File: config.mk
export PLATFORM = sky130hd
export DESIGN_NAME = accel_sample_decode_magnitude
export DESIGN_NICKNAME = d
export VERILOG_FILES = /design/src/hdl/asdm_pkg.sv /design/src/hdl/asdm_datapath.sv /design/src/hdl/asdm_ctrl.sv /design/src/hdl/accel_sample_decode_magnitude.sv
export SDC_FILE = /design/constraint.sdc
export NUM_CORES = 1
export LEC_CHECK = 0
export ABC_CLOCK_PERIOD_IN_PS = 11800
export BUFFER_PORTS_ARGS = -buffer_cell sky130_fd_sc_hd__buf_4
export CAP_MARGIN = 15
export CORE_MARGIN = 2
export CORE_UTILIZATION = 31
export DETAILED_ROUTE_END_ITERATION = 8
export GPL_TIMING_DRIVEN = 0
export PLACE_DENSITY = 0.53
export SLEW_MARGIN = 20
export SYNTH_ARGS = -nofsm -noshare
export SYNTH_HDL_FRONTEND = slang
export SYNTH_SLANG_ARGS = --single-unit
File: constraint.sdc
create_clock -name i_clk -period 11.8 [get_ports i_clk]
set_input_delay 1.77 -clock i_clk [delete_from_list [all_inputs] [get_ports i_clk]]
set_output_delay 1.77 -clock i_clk [all_outputs]
set_load 0.01 [all_outputs]
File: src/hdl/asdm_pkg.sv
`default_nettype none

package asdm_pkg;

    // Field and datapath widths
    localparam int unsigned AXIS_W     = 16;
    localparam int unsigned MG_W       = 12;
    localparam int unsigned ABS_W      = 21;   // |count| * 61 stays below 2^21
    localparam int unsigned QUO_W      = 11;   // quotient and remainder stay below 2000
    localparam int unsigned PROD_W     = 33;   // ABS_W + 12-bit reciprocal
    localparam int unsigned SUM_W      = 24;   // three squares of 1998 stay below 2^24
    localparam int unsigned ROOT_W     = 12;
    localparam int unsigned PART_W     = 14;
    localparam int unsigned CFG_W      = 12;
    localparam int unsigned CFG_IDX_W  = 2;
    localparam int unsigned NUM_AXES   = 3;
    localparam int unsigned AXIS_SEL_W = 2;
    localparam int unsigned ROOT_STEPS = 12;
    localparam int unsigned STEP_W     = 4;
    localparam int unsigned READY_BIT  = 0;

    // Scale to milli-g: count * 61 / 1000
    localparam logic [6:0]  MG_NUM         = 7'd61;
    localparam logic [9:0]  MG_DEN         = 10'd1000;
    // floor(2^21 / 1000); the estimate is low by at most one
    localparam logic [11:0] MG_RECIP       = 12'd2097;
    localparam int unsigned MG_RECIP_SHIFT = 21;

    // Register indexes and reset values
    localparam logic [CFG_IDX_W-1:0] REG_AXIS_ORDER = 2'd0;
    localparam logic [CFG_IDX_W-1:0] REG_LOW_LIMIT  = 2'd1;
    localparam logic [CFG_IDX_W-1:0] REG_HIGH_LIMIT = 2'd2;
    localparam logic                 AXIS_ORDER_RST = 1'b0;
    localparam logic [CFG_W-1:0]     LOW_LIMIT_RST  = 12'd800;
    localparam logic [CFG_W-1:0]     HIGH_LIMIT_RST = 12'd1200;

    typedef struct packed {
        logic [7:0] status_byte;
        logic [7:0] block_byte_0;
        logic [7:0] block_byte_1;
        logic [7:0] block_byte_2;
        logic [7:0] block_byte_3;
        logic [7:0] block_byte_4;
        logic [7:0] block_byte_5;
    } t_in_item;

    typedef struct packed {
        logic                     sample_ok;
        logic signed [AXIS_W-1:0] raw_x;
        logic signed [AXIS_W-1:0] raw_y;
        logic signed [AXIS_W-1:0] raw_z;
        logic signed [MG_W-1:0]   x_mg;
        logic signed [MG_W-1:0]   y_mg;
        logic signed [MG_W-1:0]   z_mg;
        logic [ROOT_W-1:0]        magnitude_mg;
        logic                     magnitude_bad;
    } t_out_item;

    typedef struct packed {
        logic             axis_order;
        logic [CFG_W-1:0] low_limit_mg;
        logic [CFG_W-1:0] high_limit_mg;
    } t_cfg;

    typedef enum logic [3:0] {
        OP_NONE,
        OP_LOAD,
        OP_SCALE,
        OP_RECIP,
        OP_REM,
        OP_FIX,
        OP_SQUARE,
        OP_ROOT,
        OP_PUBLISH
    } t_dp_op;

    typedef struct packed {
        t_dp_op                op;
        logic [AXIS_SEL_W-1:0] axis;
    } t_dp_cmd;

    typedef struct packed {
        logic new_data;
    } t_dp_stat;

endpackage

`default_nettype wire

File: src/hdl/asdm_datapath.sv
`default_nettype none

module asdm_datapath import asdm_pkg::*; (
    input  wire logic      i_clk,
    input  wire t_dp_cmd   i_cmd,
    input  wire t_cfg      i_cfg,
    input  wire t_in_item  i_in_item,
    output t_dp_stat       o_stat,
    output t_out_item      o_out_item
);

    logic                     r_ok;
    logic signed [AXIS_W-1:0] r_raw [NUM_AXES];
    logic signed [MG_W-1:0]   r_mg  [NUM_AXES];
    logic                     r_neg;
    logic [ABS_W-1:0]         r_abs;
    logic [QUO_W-1:0]         r_quo;
    logic [QUO_W-1:0]         r_rem;
    logic [QUO_W-1:0]         r_fix;
    logic [SUM_W-1:0]         r_sum;
    logic [ROOT_W-1:0]        r_root;
    logic [PART_W-1:0]        r_part;
    t_out_item                r_out;

    logic [AXIS_W-1:0]        word_0;
    logic [AXIS_W-1:0]        word_1;
    logic [AXIS_W-1:0]        word_2;
    logic signed [AXIS_W-1:0] sel_raw;
    logic                     sel_neg;
    logic [AXIS_W-1:0]        sel_mag;
    logic [ABS_W-1:0]         scale_prod;
    logic [PROD_W-1:0]        recip_prod;
    logic [ABS_W-1:0]         rem_full;
    logic [QUO_W-1:0]         fix_q;
    logic [MG_W-1:0]          fix_ext;
    logic [MG_W-1:0]          fix_mg;
    logic [SUM_W-1:0]         square;
    logic [PART_W+1:0]        part_sh;
    logic [PART_W+1:0]        trial;
    logic [PART_W+1:0]        part_diff;
    logic                     root_ge;
    logic                     mag_bad;

    // Little-endian axis words
    assign word_0 = {i_in_item.block_byte_1, i_in_item.block_byte_0};
    assign word_1 = {i_in_item.block_byte_3, i_in_item.block_byte_2};
    assign word_2 = {i_in_item.block_byte_5, i_in_item.block_byte_4};

    // Magnitude and sign of the selected axis
    assign sel_raw    = r_raw[i_cmd.axis];
    assign sel_neg    = sel_raw[AXIS_W-1];
    assign sel_mag    = sel_neg ? (AXIS_W'(0) - AXIS_W'(sel_raw)) : AXIS_W'(sel_raw);
    assign scale_prod = ABS_W'(sel_mag) * ABS_W'(MG_NUM);

    // Divide by 1000: reciprocal estimate, then one correction step
    assign recip_prod = PROD_W'(r_abs) * PROD_W'(MG_RECIP);
    assign rem_full   = r_abs - ABS_W'(r_quo) * ABS_W'(MG_DEN);
    assign fix_q      = r_quo + QUO_W'(r_rem >= QUO_W'(MG_DEN));
    assign fix_ext    = {1'b0, fix_q};
    assign fix_mg     = r_neg ? (MG_W'(0) - fix_ext) : fix_ext;
    assign square     = SUM_W'(r_fix) * SUM_W'(r_fix);

    // One binary digit of the square root from two radicand bits
    assign part_sh   = {r_part, r_sum[SUM_W-1 -: 2]};
    assign trial     = {2'b00, r_root, 2'b01};
    assign root_ge   = part_sh >= trial;
    assign part_diff = part_sh - trial;

    assign mag_bad = (r_root < i_cfg.low_limit_mg) || (r_root > i_cfg.high_limit_mg);

    always_ff @(posedge i_clk) begin
        case (i_cmd.op)
            OP_LOAD: begin
                r_ok     <= i_in_item.status_byte[READY_BIT];
                r_raw[0] <= i_cfg.axis_order ? word_2 : word_0;
                r_raw[1] <= word_1;
                r_raw[2] <= i_cfg.axis_order ? word_0 : word_2;
                r_sum    <= '0;
                r_root   <= '0;
                r_part   <= '0;
            end
            OP_SCALE: begin
                r_neg <= sel_neg;
                r_abs <= scale_prod;
            end
            OP_RECIP: begin
                r_quo <= recip_prod[MG_RECIP_SHIFT +: QUO_W];
            end
            OP_REM: begin
                r_rem <= rem_full[QUO_W-1:0];
            end
            OP_FIX: begin
                r_mg[i_cmd.axis] <= fix_mg;
                r_fix            <= fix_q;
            end
            OP_SQUARE: begin
                r_sum <= r_sum + square;
            end
            OP_ROOT: begin
                r_sum  <= {r_sum[SUM_W-3:0], 2'b00};
                r_root <= {r_root[ROOT_W-2:0], root_ge};
                r_part <= root_ge ? part_diff[PART_W-1:0] : part_sh[PART_W-1:0];
            end
            OP_PUBLISH: begin
                if (r_ok) begin
                    r_out.sample_ok     <= 1'b1;
                    r_out.raw_x         <= r_raw[0];
                    r_out.raw_y         <= r_raw[1];
                    r_out.raw_z         <= r_raw[2];
                    r_out.x_mg          <= r_mg[0];
                    r_out.y_mg          <= r_mg[1];
                    r_out.z_mg          <= r_mg[2];
                    r_out.magnitude_mg  <= r_root;
                    r_out.magnitude_bad <= mag_bad;
                end else begin
                    r_out <= '0;
                end
            end
            default: begin
            end
        endcase
    end

    assign o_stat.new_data = r_ok;
    assign o_out_item      = r_out;

endmodule

`default_nettype wire

File: src/hdl/asdm_ctrl.sv
`default_nettype none

module asdm_ctrl import asdm_pkg::*; (
    input  wire logic     i_clk,
    input  wire logic     i_rst_n,
    input  wire logic     i_in_valid,
    output logic          o_in_stall,
    output logic          o_out_valid,
    input  wire logic     i_out_stall,
    input  wire t_dp_stat i_stat,
    output t_dp_cmd       o_cmd
);

    typedef enum logic [2:0] {
        S_IDLE,
        S_SCALE,
        S_RECIP,
        S_REM,
        S_FIX,
        S_SQUARE,
        S_ROOT,
        S_DONE
    } t_state;

    t_state                r_state;
    logic [AXIS_SEL_W-1:0] r_axis;
    logic [STEP_W-1:0]     r_step;
    logic                  r_out_valid;
    logic                  out_free;

    assign out_free   = !r_out_valid || !i_out_stall;
    // hold the input off while in reset and while an item is in work
    assign o_in_stall = !i_rst_n || (r_state != S_IDLE);

    always_comb begin
        o_cmd.axis = r_axis;
        case (r_state)
            S_IDLE:   o_cmd.op = i_in_valid ? OP_LOAD : OP_NONE;
            S_SCALE:  o_cmd.op = i_stat.new_data ? OP_SCALE : OP_NONE;
            S_RECIP:  o_cmd.op = OP_RECIP;
            S_REM:    o_cmd.op = OP_REM;
            S_FIX:    o_cmd.op = OP_FIX;
            S_SQUARE: o_cmd.op = OP_SQUARE;
            S_ROOT:   o_cmd.op = OP_ROOT;
            S_DONE:   o_cmd.op = out_free ? OP_PUBLISH : OP_NONE;
            default:  o_cmd.op = OP_NONE;
        endcase
    end

    always_ff @(posedge i_clk) begin
        if (!i_rst_n) begin
            r_state     <= S_IDLE;
            r_axis      <= '0;
            r_step      <= '0;
            r_out_valid <= 1'b0;
        end else begin
            // drop the result once taken; in S_DONE the publish decides
            if (r_out_valid && !i_out_stall && (r_state != S_DONE)) begin
                r_out_valid <= 1'b0;
            end
            case (r_state)
                S_IDLE: begin
                    if (i_in_valid) begin
                        r_state <= S_SCALE;
                        r_axis  <= '0;
                        r_step  <= '0;
                    end
                end
                S_SCALE: begin
                    r_state <= i_stat.new_data ? S_RECIP : S_DONE;
                end
                S_RECIP: r_state <= S_REM;
                S_REM:   r_state <= S_FIX;
                S_FIX:   r_state <= S_SQUARE;
                S_SQUARE: begin
                    if (r_axis == AXIS_SEL_W'(NUM_AXES - 1)) begin
                        r_state <= S_ROOT;
                    end else begin
                        r_axis  <= r_axis + AXIS_SEL_W'(1);
                        r_state <= S_SCALE;
                    end
                end
                S_ROOT: begin
                    r_step <= r_step + STEP_W'(1);
                    if (r_step == STEP_W'(ROOT_STEPS - 1)) begin
                        r_state <= S_DONE;
                    end
                end
                S_DONE: begin
                    if (out_free) begin
                        r_out_valid <= 1'b1;
                        r_state     <= S_IDLE;
                    end
                end
                default: r_state <= S_IDLE;
            endcase
        end
    end

    assign o_out_valid = r_out_valid;

endmodule

`default_nettype wire

File: src/hdl/accel_sample_decode_magnitude.sv
// Each sample is loaded, then each of its 3 axes takes 5 steps through the shared
// scale/square unit, the root takes 12 steps of one bit each, and the item is published;
// when status bit 0 is clear the item goes from the scale step straight to publish.
// A new item is taken only once the last is published, which waits on a stalled output.
// A finished item waits in the output register while the next one is taken.
// Reset: synchronous, active low; clears control and loads axis_order 0, limits 800/1200.
`default_nettype none

module accel_sample_decode_magnitude import asdm_pkg::*; (
    input  wire logic                 i_clk,
    input  wire logic                 i_rst_n,
    // input channel
    input  wire logic                 i_in_valid,
    output logic                      o_in_stall,
    input  wire t_in_item             i_in_item,
    // output channel
    output logic                      o_out_valid,
    input  wire logic                 i_out_stall,
    output t_out_item                 o_out_item,
    // register write port
    input  wire logic                 i_cfg_wr_en,
    input  wire logic [CFG_IDX_W-1:0] i_cfg_index,
    input  wire logic [CFG_W-1:0]     i_cfg_wdata
);

    t_cfg     r_cfg;
    t_dp_cmd  dp_cmd;
    t_dp_stat dp_stat;

    // Register file: writes beyond the list are dropped, extra data bits ignored.
    always_ff @(posedge i_clk) begin
        if (!i_rst_n) begin
            r_cfg.axis_order    <= AXIS_ORDER_RST;
            r_cfg.low_limit_mg  <= LOW_LIMIT_RST;
            r_cfg.high_limit_mg <= HIGH_LIMIT_RST;
        end else if (i_cfg_wr_en) begin
            case (i_cfg_index)
                REG_AXIS_ORDER: r_cfg.axis_order    <= i_cfg_wdata[0];
                REG_LOW_LIMIT:  r_cfg.low_limit_mg  <= i_cfg_wdata;
                REG_HIGH_LIMIT: r_cfg.high_limit_mg <= i_cfg_wdata;
                default: begin
                end
            endcase
        end
    end

    // Sequencer: walks each item through load, per-axis scaling, root and publish (straight to publish if no new data).
    asdm_ctrl u_ctrl (
        .i_clk       (i_clk),
        .i_rst_n     (i_rst_n),
        .i_in_valid  (i_in_valid),
        .o_in_stall  (o_in_stall),
        .o_out_valid (o_out_valid),
        .i_out_stall (i_out_stall),
        .i_stat      (dp_stat),
        .o_cmd       (dp_cmd)
    );

    // Datapath: axis assembly, divide by 1000, sum of squares, root, limit check,
    // and the output register that holds the item while it is stalled.
    asdm_datapath u_datapath (
        .i_clk      (i_clk),
        .i_cmd      (dp_cmd),
        .i_cfg      (r_cfg),
        .i_in_item  (i_in_item),
        .o_stat     (dp_stat),
        .o_out_item (o_out_item)
    );

endmodule

`default_nettype wire
# Word level (Yosys, flattened, before mapping)
# Memory sizes are Yosys's and may differ from the RTL's. A register that Yosys moved wholly into a read port is not among the register bits.
# Cells that the tools add are included.
# W data, S select, Z words.
[word_totals]
mem_count = 2
word_cells = 121
ff_bits = 239
ram_bits = 84
inputBits = 75
output_inout_bits = 100
[op_classes]
mux = 33
reduce_logical = 21
order_cmp = 4
n_eq_ne = 24
mul = 4
add_sub_neg = 8
[mem_list]
columns = ["memory", "words", "word_bits", "read_ports", "rd_clocked_by_memory_dff", "write_ports", "line", "rtl"]
rows = [
  ["u_datapath.r_raw", 3, 16, 4, 1, 3, "asdm_datapath.sv:13", "logic signed [AXIS_W-1:0] r_raw [NUM_AXES];"],
  ["u_datapath.r_mg", 3, 12, 3, 0, 1, "asdm_datapath.sv:14", "logic signed [MG_W-1:0] r_mg [NUM_AXES];"],
]
[ops]
columns = ["operator", "count"]
rows = [
  ["$mux W98", 1],
  ["$pmux W24 S3", 1],
  ["$mux W16", 3],
  ["$mul A21 B12 Y32 const B", 1],
  ["$pmux W4 S8", 1],
  ["$pmux W14 S2", 1],
  ["$add A24 B22 Y24", 1],
  ["$pmux W12 S2", 1],
  ["$pmux W3 S8", 1],
  ["$mul A11 B11 Y22", 1],
  ["$mul A16 B6 Y21 const B", 1],
  ["$eq A4 B3 Y1 const B", 4],
  ["$ge A16 B14 Y1", 1],
  ["$sub A1 B16 Y16 const A", 1],
  ["$mux W3", 5],
  ["$mux W14", 1],
  ["$sub A14 B14 Y14", 1],
  ["$eq A3 B3 Y1 const B", 4],
  ["$gt A12 B12 Y1", 1],
  ["$lt A12 B12 Y1", 1],
  ["$mux W12", 1],
  ["$sub A1 B11 Y12 const A", 1],
  ["$add A11 B1 Y11", 1],
  ["$ge A11 B10 Y1 const B", 1],
  ["28 further kinds", 58],
]

# Logic depth before layout (Yosys ltp)
# Gate-level depths: netlist of the first run.
[depth]
ltp_word = 7
mapped_depth = 24
depth_no_buf = 22

# Hierarchy
# A second synthesis of the first run with hierarchy kept.
[unflattened]
hier_cells = 2107
area_unflattened_um2 = 23622.7
[by_module_without_submodules]
columns = ["module", "seq_area_each_um2", "cells_each", "instances", "area_each_um2"]
rows = [
  ["asdm_datapath", 8558.2, 1924, 1, 21966.1],
  ["accel_sample_decode_magnitude", 500.5, 105, 1, 1024.7],
  ["asdm_ctrl", 200.2, 78, 1, 631.9],
]

# Worst setup path before layout of the first run
# OpenSTA, ideal clock, no wires.
[synth_path]
kind = "input port to flip-flop"
startpoint = "input i_out_stall"
endpoint = "register u_datapath.r_out, in the netlist u_datapath.o_out_item[0] (enable)"
stages = 1
t_required_ps = 11213
setup_slack_ps = 4814
setup_time_ps = 587
arrival_ps = 6399
path_buffers = 0
cell_sequence = "a21oi_1"
[synth_via]
elab_chain_cells = 5
[synth_rtl]
columns = ["element", "line", "rtl"]
rows = [
  ["start: declaration", "accel_sample_decode_magnitude.sv:18", "input wire logic i_out_stall,"],
  ["$logic_not A1 Y1", "asdm_ctrl.sv:31", "assign out_free = !r_out_valid || !i_out_stall;"],
  ["$logic_or A1 B1 Y1", "asdm_ctrl.sv:31", ""],
  ["$mux W4", "asdm_ctrl.sv:45", "S_DONE: o_cmd.op = out_free ? OP_PUBLISH : OP_NONE;"],
  ["$pmux W4 S8", "asdm_ctrl.sv:37", "case (r_state)"],
  ["$eq A4 B4 Y1", "asdm_datapath.sv:72", "case (i_cmd.op)"],
  ["end: declaration", "asdm_datapath.sv:23", "t_out_item r_out;"],
]
# No other way between the ends.
# A chain may end at the register's enable or synchronous reset.

==> impl_metrics.json, run 1 <==
{
  "crit_chain": "buf_2 > clkbuf_1 > o21a_1 > clkinv_1 > o21ai_0 > inv_1 > fa_1 > fa_1 > inv_1 > fa_1 > ha_1 > nor2b_1 > o31a_1 > o211ai_1 > a21oi_1 > o21ai_0 > o22ai_1 > a211oi_1 > xnor2_1",
  "met1_length_um": 22230,
  "postCtsSetupRepairBufs": 0,
  "gp_congestion": 0.8179,
  "grt.overflow.total": 0,
  "ys_types": 73,
  "grt_setup_unrepaired": "no",
  "multi_input_area_um2": 12550,
  "wl_um": 54190,
  "ys_ff_latch": 322,
  "cts.path.max_buffers": 3,
  "cp.required_ps": 12090,
  "rows": 100,
  "dieArea_um2": 78000,
  "finish.utilization_pct": 36.74,
  "drc": 0,
  "slew_headroom_pct": 35.03,
  "finClkSkew_ps": 24.78,
  "cts_buffers": 38,
  "syn_area_um2": 23490,
  "synth_edf_count": 285,
  "hold-path-endpoint": "u_datapath.o_out_item[97]",
  "syn_inst": 2106,
  "fillCellCount": 7344,
  "antenna_found_initial": 3,
  "wl_per_cell_um": 16.32,
  "cts.clk_slew.worst_paths_ps": 60,
  "setup_viol": 0,
  "ctsHoldBuffers": 0,
  "ys.flop_type": "edfxtp_1",
  "end_kind": "flop",
  "avgSynthCellArea_um2": 11.16,
  "cts_resized": 0,
  "grt_max_degree": 50,
  "slew_viol_final": 0,
  "cp-start-kind": "flop",
  "route.met2.wl_um": 28860,
  "dp_hpwl_um": 43030,
  "crit_fanout": 10,
  "insertion_delay_ps": 560,
  "synthArstFlopShare_pct": 0,
  "critPathSlowestCell": "o21ai_0",
  "area_growth_pct": 16.82,
  "io_pins": 175,
  "track_usage_pct": 14.05,
  "ys_seq_area_share_pct": 39.58,
  "min_path_cells": 0,
  "drive_gt1_share_pct": 12.98,
  "chipHeight_um": 279.3,
  "grt_pass1_vias": 16360,
  "rr_endpoint": "u_datapath.r_abs[18]",
  "fmax_ghz": 0.1490,
  "nNetsFinal": 2832,
  "num_vias": 15260,
  "drtPass1Iterations": 5,
  "reg2reg_depth": 19,
  "fp.coreArea_um2": 74700,
  "cpMostUsedCell": "fa_1",
  "grt_pass1_wl_um": 86520,
  "cts_tree": "built",
  "seq_area_um2": 9299,
  "tightestPinTransition_ps": 968.5,
  "pre_cts_slack_ps": 5010,
  "rrSetupSlack_ps": 5090,
  "fin_ws_ps": 5087,
  "critical_path_class": "flop to flop",
  "start_util_pct": 31.45,
  "status": "finished, final reports clean",
  "highest_layer": "met5",
  "die_x_um": 279.3,
  "clk_root_buffer_cell": "clkbuf_16",
  "drt_iter0_markers": 582,
  "post-route-period-util_pct": 56.89,
  "viasPerCell": 4.598,
  "hold_viol_final": 0,
  "tns_ps": 0,
  "antenna_left": 0,
  "cp_slowest_stage_delay_ps": 790,
  "cts_sinks": 322,
  "max-cap-violations": 0,
  "crit_arrival_ps": 7010,
  "htree_levels": 2,
  "worstHoldStart": "u_datapath.o_stat",
  "met3_length_um": 1358,
  "holdCritPathClass": "flop to flop",
  "synth_warnings": 0,
  "port_buffers": 167,
  "syn-num-nets": 2615,
  "min_period_ps": 6713
}
placed cells by master (no fill, tap or decap), types with 19 or more instances in the layout:
cell       instances
inv_1            377
edfxtp_1         285
ha_1             270
buf_4            171
fa_1             164
and2_1           137
nand2_1          117
nor2_1            97
xnor2_1           76
a21oi_1           66
clkbuf_1          50
o21ai_0           42
clkbuf_16         39
dfxtp_1           37
mux2_2            36
a21o_1            31
mux2i_1           28
xor2_1            27
o21a_1            22
a21boi_0          22
nor3_1            21
nor2b_1           19
per-stage QoR:
stage          instances  hold WS, ps  area, um^2
2_1_floorplan       2106        424.4       23490
3_3_place_gp        3242        436.6       25960
3_5_place_dp        3252        443.7       26190
4_1_cts             3319        457.2       27440
5_1_grt             3320        468.1       27440
6_report            3320        450.9       27440
sequential cells by signal, indices dropped and copies added, names as in the netlist, 2 cells and up, named ones only:
name,count
u_datapath.r_mg,36
u_datapath.r_raw,48
u_ctrl.r_state,3
u_datapath.r_fix,11
u_datapath.r_abs,21
u_ctrl.r_axis,2
u_datapath.r_quo,11
r_cfg,25
u_datapath.r_root,12
u_datapath.r_rem,8
u_ctrl.r_step,4
u_datapath.o_out_item,98
u_datapath.r_part,14
u_datapath.r_sum,24
critical path: cells and delay by family (launching register included):
family	cells	cell delay, ps
AOI/OAI and AO/OA	8	2620
xor gates and xnor gates	1	100
adders and majority gates	4	1850
buffers and inverters	5	1420
DFF	1	300
and+or+nand+nor	1	150
cells by family after synthesis:
logic type | after synthesis | share of synthesized area (%)
AO/OA/AOI/OAI | 270 | 7.728
XOR/XNOR | 103 | 3.840
adder cells (fa/ha/maj) | 434 | 28.36
buffers and inverters | 435 | 7.089
flip-flops | 322 | 39.58
multiplexers | 66 | 3.073
AND/OR/NAND/NOR | 476 | 10.33
synthesized netlist by cell type (28+ instances only):
master	n	area share (%)
inv_1	379	6.1
edfxtp_1	285	36
ha_1	270	14
fa_1	164	14
and2_1	137	3.6
nand2_1	118	1.9
nor2_1	97	1.5
xnor2_1	76	2.8
a21oi_1	67	1.4
clkbuf_1	45	0.72
o21ai_0	42	0.89
dfxtp_1	37	3.2
mux2_2	36	1.7
a21o_1	31	0.99
mux2i_1	28	1.2
how the worst max path moves through the flow:
stage / start / end / slack (ps) / cells after the start
2_1_floorplan: i_out_stall / u_datapath.o_out_item[0] / 4810 / 1
6_report: flop / u_datapath.r_abs[18] / 5090 / 19
4_1_cts: flop / u_datapath.r_abs[18] / 4970 / 19
5_1_grt: flop / u_datapath.r_abs[18] / 4560 / 19
3_5_place_dp: flop / u_datapath.r_abs[18] / 5010 / 19
3_3_place_gp: i_out_stall / u_datapath.o_out_item[68] / 1620 / 2
cell type report:
| type | instances | share of cell area [%] |
|---|---|---|
| buffer | 55 | 0.8708 |
| multi-input combinational | 1349 | 45.74 |
| inverter | 380 | 5.207 |
| clock buffer | 46 | 3.725 |
| clock inverter | 21 | 0.8298 |
| timing repair buffer | 177 | 5.321 |
| antenna | 1 | 0.009118 |
| sequential | 322 | 33.88 |
| tap | 969 | 4.418 |
layer usage:
metal | track usage [%] | vias to the layer above
met3 | 1.807 | 94
met1 | 16.46 | 7499
met4 | 4.811 | 4
met5 | 0 | -
met2 | 26.22 | 193
li1 | - | 7474
Power of run 1 is not shown: default switching activity piles up to over one toggle a cycle in this logic, so the estimate is an artifact.
==> inputs of run 2 (changes only) <==
ABC_AREA = 1   (was not set)
ABC_CLOCK_PERIOD_IN_PS = 5670   (was 11800)
PLACE_DENSITY = 0.54   (was 0.53)
clock period = 5.67 ns   (was 11.8 ns; I/O delays follow)
==> run 2 against run 1 <==
  * Synthesized cell count is 33% higher
  * Cell area is 6.7% higher
  * Global-route usage is 0.80 points higher
  * Register-to-register slack worse by 4800 ps
  * Die area is 6.5% higher
  * Critical endpoint is now u_datapath.r_sum[23]
==> impl_metrics.json, run 2 <==
{
  "insertion_delay_ps": 590,
  "num_vias": 18290,
  "drt_iter0_markers": 1005,
  "pre_cts_slack_ps": -83.68,
  "tightestPinTransition_ps": 1002,
  "ys.flop_type": "edfxtp_1",
  "nNetsFinal": 3538,
  "ys_types": 57,
  "grt_pass1_vias": 18280,
  "antenna_found_initial": 0,
  "met1_length_um": 27180,
  "holdCritPathClass": "input pin to flop",
  "rrSetupSlack_ps": 290,
  "area_growth_pct": 16.97,
  "critical_path_class": "flop to flop",
  "grt_setup_unrepaired": "no",
  "cts.path.max_buffers": 3,
  "synthArstFlopShare_pct": 0,
  "r2r_start": "u_datapath.r_fix[4]",
  "dieArea_um2": 83080,
  "reg2reg_depth": 19,
  "port_buffers": 166,
  "cp.buffers_inverters": 6,
  "ys_seq_area_share_pct": 37.13,
  "wl_per_cell_um": 14.86,
  "dpl.cell_count": 4044,
  "crit_start": "u_datapath.r_fix[4]",
  "antenna_cells": 0,
  "hold_viol_final": 0,
  "fp.coreArea_um2": 80290,
  "synthTopCellsByCount": "inv_1 (650), nand2_1 (599), edfxtp_1 (285)",
  "cts_sinks": 322,
  "yosys.area.top_type": "edfxtp_1",
  "dp_hpwl_um": 49820,
  "crit_end": "u_datapath.r_sum[23]",
  "syn_inst": 2805,
  "max-cap-violations": 0,
  "critPathSlowestCell": "fa_1",
  "final_cell_mix": "inv_1 (650), nand2_1 (598), edfxtp_1 (285)",
  "largest_register_ffs": 98,
  "clk_root_buffer_cell": "clkbuf_16",
  "fin_ws_ps": 291.9,
  "multi_input_area_um2": 13080,
  "finish.instance_area_um2": 29290,
  "fillCellCount": 8212,
  "synthTopCellsByArea": "edfxtp_1 (34%), ha_1 (13%), fa_1 (13%)",
  "end_kind": "flop",
  "final_cells": 4119,
  "grt_pass1_wl_um": 97440,
  "crit_chain": "clkbuf_2 > nand2_1 > inv_1 > fa_1 > fa_1 > inv_1 > fa_1 > inv_1 > fa_1 > inv_1 > fa_1 > inv_1 > ha_1 > a21oi_1 > o21ai_0 > o21ai_0 > nand4_1 > nand3_1 > nand2_1",
  "slew_viol_final": 0,
  "seq_area_um2": 9299,
  "htree_levels": 2,
  "cts_buffers": 40,
  "cts.clk_slew.worst_paths_ps": 60,
  "grt.overflow.total": 0,
  "viasPerCell": 4.441,
  "drtPass1Iterations": 5,
  "slew_headroom_pct": 33.21,
  "highest_layer": "met4",
  "wl_um": 61220,
  "finClkSkew_ps": 42.24,
  "chipHeight_um": 288.2,
  "synth_edf_count": 285,
  "layout_commonest_cell": "inv_1",
  "start_util_pct": 31.19,
  "yosysMostFrequentCell": "inv_1",
  "avgSynthCellArea_um2": 8.928,
  "ys_ff_latch": 322,
  "die_x_um": 288.2,
  "crit_fanout": 10,
  "synth_warnings": 0,
  "rr_endpoint": "u_datapath.r_sum[23]",
  "synth_top_area_share_pct": 34.17,
  "syn_area_um2": 25040,
  "cp.required_ps": 5980,
  "post-route-period-util_pct": 94.85,
  "antenna_left": 0,
  "gp_congestion": 0.8918,
  "cp.depth": 19,
  "track_usage_pct": 14.85,
  "grt_max_degree": 25,
  "cts_tree": "built",
  "drc": 0,
  "rows": 104,
  "fmax_ghz": 0.1859,
  "syn-num-nets": 3314,
  "critPathTopFamily": "adder cells",
  "io_pins": 175,
  "drive_gt1_share_pct": 10.82,
  "cp-start-kind": "flop",
  "status": "finished, final reports clean",
  "placed_cell_area_um2": 27920,
  "min_period_ps": 5378,
  "crit_arrival_ps": 5690,
  "setup_viol": 0,
  "cp_slowest_stage_delay_ps": 540,
  "met3_length_um": 1988,
  "route.met2.wl_um": 30620
}
-- run 2: metal layers --
layer / track usage, % / vias up
li1: - / 9342
met1: 19.17 / 8609
met2: 26.26 / 269
met3: 1.706 / 74
met4: 4.028 / 0
met5: 0 / -
-- run 2: area by class of cell --
type / instances / area share (%)
tap: 1060 / 4.527
timing repair buffer: 185 / 5.313
clock buffer: 52 / 3.746
multi-input combinational: 1767 / 44.64
sequential: 322 / 31.74
buffer: 54 / 0.9226
clock inverter: 20 / 0.6578
inverter: 659 / 8.453
-- run 2: timing repair --
item | 4_1_cts | 5_1_grt
hold endpoints to repair | 0 | 0
pin swaps | 0 | 0
hold buffers | 0 | 0
buffers inserted | 0 | 6
endpoints found under the setup margin | 4 | 16
gates resized for setup | 2 | 23
-- run 2: worst min path at each step --
stage	from	endpoint	slack (ps)	cells after the start
5_1_grt	i_in_item[25]	u_datapath.r_raw[1][1]	420	1
4_1_cts	i_in_item[26]	u_datapath.r_raw[1][2]	410	1
2_1_floorplan	r_cfg[12]	r_cfg[12]	420	2
6_report	i_in_item[26]	u_datapath.r_raw[1][2]	440	1
3_5_place_dp	u_datapath.o_stat	u_datapath.o_out_item[97]	430	0
3_3_place_gp	u_datapath.o_stat	u_datapath.o_out_item[97]	430	0
-- run 2: logic make-up after synthesis --
| group | after synthesis | share of synthesized area (%) |
|---|---|---|
| flops | 322 | 37.13 |
| fa+ha+maj | 434 | 26.60 |
| compound gates | 323 | 7.159 |
| simple gates | 944 | 15.79 |
| mux | 1 | 0.03997 |
| buf+inv | 716 | 10.95 |
| xor+xnor | 65 | 2.333 |
-- run 2: through the flow --
stage / utilization (%) / hold WS [ps] / setup TNS [ps]
finish: 36.49 / 439.4 / 0
CTS: 36.37 / 407.3 / 0
global placement: 34.40 / 432.2 / -65670
floorplan: - / 420.3 / 0
detailed placement: 34.77 / 433.3 / -136.0
global route: 36.49 / 420.6 / 0
Power of run 2 is left out for the same reason.
